**src/rtl/core/b2dasc_pkg.sv**
```systemverilog
`default_nettype none

package b2dasc_pkg;

  // item widths
  localparam int unsigned ValueW   = 32;
  localparam int unsigned DigitsW  = 64;
  localparam int unsigned SigW     = 4;
  localparam int unsigned DigitCnt = 8;
  localparam int unsigned PairCnt  = 4;

  // packed widths on the stream ports
  localparam int unsigned InDataW  = 32;
  localparam int unsigned OutDataW = 72;

  // values below the range limit fit in 27 bits
  localparam logic [31:0] RangeLimit = 32'd100000000;
  localparam int unsigned InW        = 27;

  // floor(x / 10000) = (x * Recip10k) >> Shift10k, exact for x < 2^27
  localparam int unsigned Shift10k = 41;
  localparam logic [27:0] Recip10k = 28'd219902326;
  localparam logic [13:0] Ten4     = 14'd10000;
  localparam int unsigned HalfW    = 14;

  // floor(x / 100) = (x * Recip100) >> Shift100, exact for x < 2^14
  localparam int unsigned Shift100 = 21;
  localparam logic [14:0] Recip100 = 15'd20972;
  localparam logic [6:0]  Ten2     = 7'd100;
  localparam int unsigned PairW    = 7;

  // floor(x / 10) = (x * Recip10) >> Shift10, exact for x < 2^7
  localparam int unsigned Shift10 = 11;
  localparam logic [7:0]  Recip10 = 8'd205;
  localparam logic [3:0]  Ten1    = 4'd10;

  localparam logic [7:0]  AsciiZero = 8'h30;

  typedef logic [PairW-1:0] pair_t;
  typedef logic [3:0]       digit_t;

endpackage

`default_nettype wire

```
**src/rtl/core/binary_to_decimal_ascii_8digit.sv**
```systemverilog
// six registered stages lie between input accept and output valid
// throughput: one item per cycle while the receiver takes results; each of the six stages holds one item
// and moves on when the stage after it is free, so bubbles close up under stall
// the split runs as three reciprocal multiplies (by 10000, 100, 10), each
// followed by a register and then a multiply-subtract for the remainder
// reset clears the stage valid bits only; data registers are not reset
`default_nettype none

module binary_to_decimal_ascii_8digit
  import b2dasc_pkg::*;
(
  input  wire logic                clk_i,
  input  wire logic                rst_ni,
  input  wire logic                s_axis_tvalid,
  output      logic                s_axis_tready,
  input  wire logic [InDataW-1:0]  s_axis_tdata,   // [31:0] value
  output      logic                m_axis_tvalid,
  input  wire logic                m_axis_tready,
  output      logic [OutDataW-1:0] m_axis_tdata,   // [63:0] ascii_digits, [67:64] significant_digits, [71:68] zero
  output      logic                m_axis_tuser    // [0] out_of_range
);

  localparam int unsigned NStg = 6;

  // stage valid bits and load enables
  logic [NStg:1]   vld_q;
  logic [NStg+1:1] open;

  always_comb begin
    open[NStg+1] = m_axis_tready;
    for (int k = NStg; k >= 1; k--) begin
      open[k] = !vld_q[k] || open[k+1];
    end
  end

  assign s_axis_tready = open[1];

  always_ff @(posedge clk_i or negedge rst_ni) begin
    if (!rst_ni) begin
      vld_q <= '0;
    end else begin
      if (open[1]) vld_q[1] <= s_axis_tvalid;
      for (int k = 2; k <= NStg; k++) begin
        if (open[k]) vld_q[k] <= vld_q[k-1];
      end
    end
  end

  // stage 1: range check and reciprocal multiply by 1/10000
  logic [InW-1:0]         v1_q;
  logic                   oor1_q;
  logic [InW+28-1:0]      prod1_q;
  logic [InW+28-1:0]      prod1_d;

  assign prod1_d = (InW+28)'(s_axis_tdata[InW-1:0]) * (InW+28)'(Recip10k);

  always_ff @(posedge clk_i) begin
    if (open[1]) begin
      v1_q    <= s_axis_tdata[InW-1:0];
      oor1_q  <= (s_axis_tdata[ValueW-1:0] >= RangeLimit);
      prod1_q <= prod1_d;
    end
  end

  // stage 2: upper and lower halves of four digits each
  logic [HalfW-1:0] upper2_q, lower2_q, upper2_d, lower2_d;
  logic [InW-1:0]   lowfull2;
  logic             oor2_q;

  assign upper2_d = prod1_q[Shift10k +: HalfW];
  assign lowfull2 = v1_q - InW'(upper2_d) * InW'(Ten4);
  assign lower2_d = lowfull2[HalfW-1:0];

  always_ff @(posedge clk_i) begin
    if (open[2]) begin
      upper2_q <= upper2_d;
      lower2_q <= lower2_d;
      oor2_q   <= oor1_q;
    end
  end

  // stage 3: reciprocal multiply of both halves by 1/100
  logic [HalfW+15-1:0] produ3_q, prodl3_q;
  logic [HalfW-1:0]    upper3_q, lower3_q;
  logic                oor3_q;

  always_ff @(posedge clk_i) begin
    if (open[3]) begin
      produ3_q <= (HalfW+15)'(upper2_q) * (HalfW+15)'(Recip100);
      prodl3_q <= (HalfW+15)'(lower2_q) * (HalfW+15)'(Recip100);
      upper3_q <= upper2_q;
      lower3_q <= lower2_q;
      oor3_q   <= oor2_q;
    end
  end

  // stage 4: four two-digit pairs
  pair_t            pair4_q [PairCnt];
  pair_t            pair4_d [PairCnt];
  logic [HalfW-1:0] remu4, reml4;
  logic             oor4_q;

  always_comb begin
    pair4_d[0] = produ3_q[Shift100 +: PairW];
    pair4_d[2] = prodl3_q[Shift100 +: PairW];
    remu4      = upper3_q - HalfW'(pair4_d[0]) * HalfW'(Ten2);
    reml4      = lower3_q - HalfW'(pair4_d[2]) * HalfW'(Ten2);
    pair4_d[1] = remu4[PairW-1:0];
    pair4_d[3] = reml4[PairW-1:0];
  end

  always_ff @(posedge clk_i) begin
    if (open[4]) begin
      pair4_q <= pair4_d;
      oor4_q  <= oor3_q;
    end
  end

  // stage 5: reciprocal multiply of each pair by 1/10
  logic [PairW+8-1:0] prod5_q [PairCnt];
  pair_t              pair5_q [PairCnt];
  logic               oor5_q;

  always_ff @(posedge clk_i) begin
    if (open[5]) begin
      for (int p = 0; p < PairCnt; p++) begin
        prod5_q[p] <= (PairW+8)'(pair4_q[p]) * (PairW+8)'(Recip10);
      end
      pair5_q <= pair4_q;
      oor5_q  <= oor4_q;
    end
  end

  // stage 6: digits, ascii packing and significant digit count
  digit_t             dig [DigitCnt];
  pair_t              rem6 [PairCnt];
  logic [DigitsW-1:0] ascii_d, ascii_q;
  logic [SigW-1:0]    sig_d, sig_q;
  logic               oor6_q;

  always_comb begin
    for (int p = 0; p < PairCnt; p++) begin
      dig[2*p]   = prod5_q[p][Shift10 +: 4];
      rem6[p]    = pair5_q[p] - PairW'(dig[2*p]) * PairW'(Ten1);
      dig[2*p+1] = rem6[p][3:0];
    end
    for (int i = 0; i < DigitCnt; i++) begin
      ascii_d[8*i +: 8] = AsciiZero + 8'(dig[i]);
    end
    // the most significant nonzero digit wins
    sig_d = SigW'(1);
    for (int i = DigitCnt - 1; i >= 0; i--) begin
      if (dig[i] != '0) sig_d = SigW'(DigitCnt - i);
    end
    // out-of-range items carry fixed zero fields
    if (oor5_q) begin
      ascii_d = '0;
      sig_d   = '0;
    end
  end

  always_ff @(posedge clk_i) begin
    if (open[6]) begin
      ascii_q <= ascii_d;
      sig_q   <= sig_d;
      oor6_q  <= oor5_q;
    end
  end

  // output item
  assign m_axis_tvalid = vld_q[NStg];
  assign m_axis_tdata  = {(OutDataW - DigitsW - SigW)'(0), sig_q, ascii_q};
  assign m_axis_tuser  = oor6_q;

endmodule

`default_nettype wire

```
**config.mk**
```make
export PLATFORM = sky130hd
export DESIGN_NAME = binary_to_decimal_ascii_8digit
export DESIGN_NICKNAME = d
export VERILOG_FILES = /design/src/rtl/core/b2dasc_pkg.sv /design/src/rtl/core/binary_to_decimal_ascii_8digit.sv
export SDC_FILE = /design/constraint.sdc
export NUM_CORES = 2
export LEC_CHECK = 0
export ABC_AREA = 1
export BUFFER_PORTS_ARGS = -buffer_cell sky130_fd_sc_hd__buf_2
export CORE_UTILIZATION = 45
export CTS_BUF_LIST = sky130_fd_sc_hd__clkbuf_2 sky130_fd_sc_hd__clkbuf_4 sky130_fd_sc_hd__clkbuf_8
export DETAILED_ROUTE_END_ITERATION = 8
export GPL_ROUTABILITY_DRIVEN = 0
export HOLD_SLACK_MARGIN = 0.08
export SYNTH_ARGS = -nofsm -noshare
export SYNTH_HDL_FRONTEND = slang
export SYNTH_SLANG_ARGS = --single-unit
export TNS_END_PERCENT = 30
```
**constraint.sdc**
```tcl
create_clock -name clk_i -period 4.1 [get_ports clk_i]
set_input_delay 0.205 -clock clk_i [delete_from_list [all_inputs] [get_ports clk_i]]
set_output_delay 0.205 -clock clk_i [all_outputs]
set_load 0.01 [all_outputs]
```
==> key figures <==
Detailed routing
  • Initial drt markers: 1031
  • WL per Instance: 16.3 µm
  • WL final: 82300 µm
  • Via count: 24200
  • DR pass1 iterations: 7
  • Antenna viol nets, final: 0
  • Drt drc: 14
  • Drt via density: 4.78

STA
  • Fin Clk Skew: 0.0204 ns
  • Slew Viols, Final: 0
  • Final hold violation count: 0
  • Crit path time final: 4.84 ns
  • Slew margin rel.: 0.660
  • Slew @ Worst Pin: 0.510 ns
  • Fin Hold WS: 0.147 ns
  • Setup Viol. Count Final: 28
  • Fin worst setup slack: -0.742 ns
  • Tcrit/Tclk final: 1.18
  • FMAX: 207 MHz
  • RSZ-0062 raised after global routing: yes

Layout
  • P&R area growth vs syn: 20.0%
  • Fin util: 0.548
  • Share of layout cells above drive strength 1: 0.203
  • Non-filler cells, final: 5065
  • Fill cells: 6590
  • Nets: 5258
  • Post-route cell area: 0.0402 mm²

Setup path
  • Critical path arrival: 5.14 ns
  • Max FO, Critical Path: 4
  • Reg2reg start: upper2_q[9]
  • Crit path to: prod1_q[45]
  • Critical path launch point: s_axis_tdata[5]
  • Endpoint class of the critical path: flip-flop
  • R2R depth: 18
  • Type of the worst setup path: in2reg
  • Reg2reg end: produ3_q[26]
  • Crit path launch type: input pin
  • Reg2reg setup slack: -0.55 ns
  • CP required: 4.40 ns

Global route
  • Number of global-route vias before repair: 25900
  • Initial antenna violation count: 2
  • Gr usage total: 0.230
  • Gr ovfl total: 0
  • Largest net degree at the start of global routing: 40
  • First-pass GRT wire length: 134000 µm

Synth
  • Gate Count Post-Synth: 3597
  • Yosys top cell by area: fa_1
  • Post-synth EDFFs: 187
  • Seq/Total Area, Yosys: 0.172
  • Synth Cell Area: 0.0335 mm²
  • Commonest cells in the netlist: 1082 x inv_1, 641 x ha_1, 489 x fa_1, 432 x nand2_1, 189 x nor2_1
  • Synth Register Bits: 193
  • Dominant synthesized flop cell: edfxtp_1
  • Yosys warns: 0
  • Yosys top cell area share: 0.292
  • Most frequent cell after synthesis: inv_1
  • Asr flop ratio synth: 0.0311
  • Distinct cells, synth: 43
  • Synth area leaders: fa_1 29%, ha_1 24%, edfxtp_1 17%
  • Syn avg cell area: 9.32 µm²

Clocking
  • Worst skew pair latency: 0.52 ns
  • CTS tree: done
  • Max Root-Sink Buffers: 2
  • Root buf cell: clkbuf_8
  • Reg clk slew, reported paths: 0.12 ns
  • CTS buffer count: 17
  • H-tree levels: 4
  • Clk sink count: 193

Die
  • Die Wd: 275 µm
  • Site Rows: 99
  • Die area: 0.0756 mm²
  • Die Y: 275 µm
  • Core area: 0.0733 mm²
  • Initial Utilization: 0.457
  • I/O pin count: 111

Status
  • Status: finished, violations left
  • Failing checks: design-rule violations, negative setup slack

Placed design
  • Placed instance count: 5004
  • Cell Area, Placed: 0.0385 mm²
  • Detailed placer's ending HPWL: 73700 µm
  • I/O Buffers: 90

Min path
  • Worst hold start: s_axis_tdata[9]
  • Hold Path Class: in2reg

Job
  • Max-Cap Viols: 0
critical path, stage by stage:
cell,delay [ns]
buf_8,0.11
ha_4,0.24
fa_1,0.56
inv_2,0.05
fa_2,0.53
inv_2,0.06
fa_1,0.60
fa_2,0.46
fa_1,0.49
inv_1,0.06
fa_1,0.54
inv_2,0.05
ha_4,0.31
nand2_4,0.11
nor2_4,0.17
nand2_2,0.09
nor2_2,0.11
nand4_1,0.18
nand4_1,0.16
nand2_1,0.06
layout by cell type (no fill, tap or decap), types with 5 or more instances in the layout:
cell / netlist / final
buf_4: 35 / 391
a21oi_2: 0 / 22
nand2_4: 1 / 14
buf_2: 0 / 67
nor3_1: 19 / 14
inv_2: 9 / 57
nor2_2: 2 / 21
or2_2: 10 / 10
clkbuf_8: 0 / 19
buf_6: 0 / 19
a21oi_1: 134 / 102
xnor2_1: 34 / 34
o21bai_1: 14 / 13
fa_1: 489 / 458
dfrtp_1: 6 / 6
nand3_1: 74 / 70
buf_12: 0 / 10
o21ai_1: 0 / 8
o21ai_0: 72 / 60
nand4_1: 44 / 44
a31oi_1: 11 / 9
edfxtp_1: 187 / 187
a21o_1: 19 / 19
nand2_2: 2 / 33
nand3_2: 2 / 5
ha_2: 0 / 5
a21oi_4: 0 / 10
nor2_1: 189 / 158
fa_2: 0 / 31
nand2_1: 432 / 387
xor2_1: 47 / 45
dlygate4sd3_1: 0 / 6
nor3_2: 5 / 7
ha_4: 0 / 56
conb_1: 1 / 20
ha_1: 641 / 580
inv_1: 1082 / 1028
nor2_4: 1 / 13
per-stage QoR:
step | setup WS, ns | setup TNS, ns
2_1_floorplan | -0.790 | -11.33
3_3_place_gp | -1.51 | -24.99
3_5_place_dp | -1.54 | -26.02
4_1_cts | -0.653 | -14.26
5_1_grt | -0.912 | -20.57
6_report | -0.742 | -15.02
repair_timing:
| item | 4_1_cts | 5_1_grt |
|---|---|---|
| setup buffers | 17 | 5 |
| endpoints found under the hold margin | 10 | 0 |
| hold buffers | 6 | 0 |
| gates resized for setup | 233 | 63 |
| setup endpoints to repair | 28 | 29 |
| pin swaps | 150 | 73 |
final cells by class:
| cell class | instances | area [µm²] | area share |
|---|---|---|---|
| antenna | 1 | 2.50 | 0.0000622 |
| clock inverter | 12 | 138 | 0.00342 |
| timing repair buffer | 496 | 3790 | 0.0943 |
| inverter | 1091 | 4120 | 0.102 |
| sequential | 193 | 5770 | 0.143 |
| clock buffer | 20 | 269 | 0.00669 |
| tap | 959 | 1200 | 0.0298 |
| multi-input combinational | 2293 | 24900 | 0.620 |
worst min-delay path by stage:
stage,to,slack [ns],cells after the start
floorplan,vld_q[1],-0.09,0
global placement,vld_q[1],0.06,1
detailed placement,vld_q[1],0.06,1
CTS,v1_q[7],0.10,2
global route,v1_q[7],0.12,2
finish,v1_q[9],0.15,2
registers in the layout (all words and copies together), names as in the netlist, 14 cells and up:
signal	count
ascii_q	33
pair4_q	28
pair5_q	16
prod5_q	16
lower2_q	14
prod1_q	14
upper2_q	14
v1_q	14
cell families after synthesis:
| logic type | Yosys count | share of synthesized area |
|---|---|---|
| buffers and inverters | 1130 | 0.130 |
| flip-flops | 193 | 0.172 |
| XOR/XNOR | 81 | 0.0212 |
| other | 1 | 0.000112 |
| AO/OA/AOI/OAI | 264 | 0.0434 |
| AND/OR/NAND/NOR | 798 | 0.101 |
| adder cells (fa/ha/maj) | 1130 | 0.531 |
metal layers:
layer / global-route usage / wire [µm] / up-vias
li1: - / - / 12000
met1: 0.276 / 34500 / 11600
met2: 0.416 / 41200 / 415
met3: 0.0209 / 2470 / 153
met4: 0.105 / 4140 / 2
met5: 0 / 13 / -
Power is not shown: default switching activity piles up to over one toggle a cycle in this logic, so the estimate is an artifact.
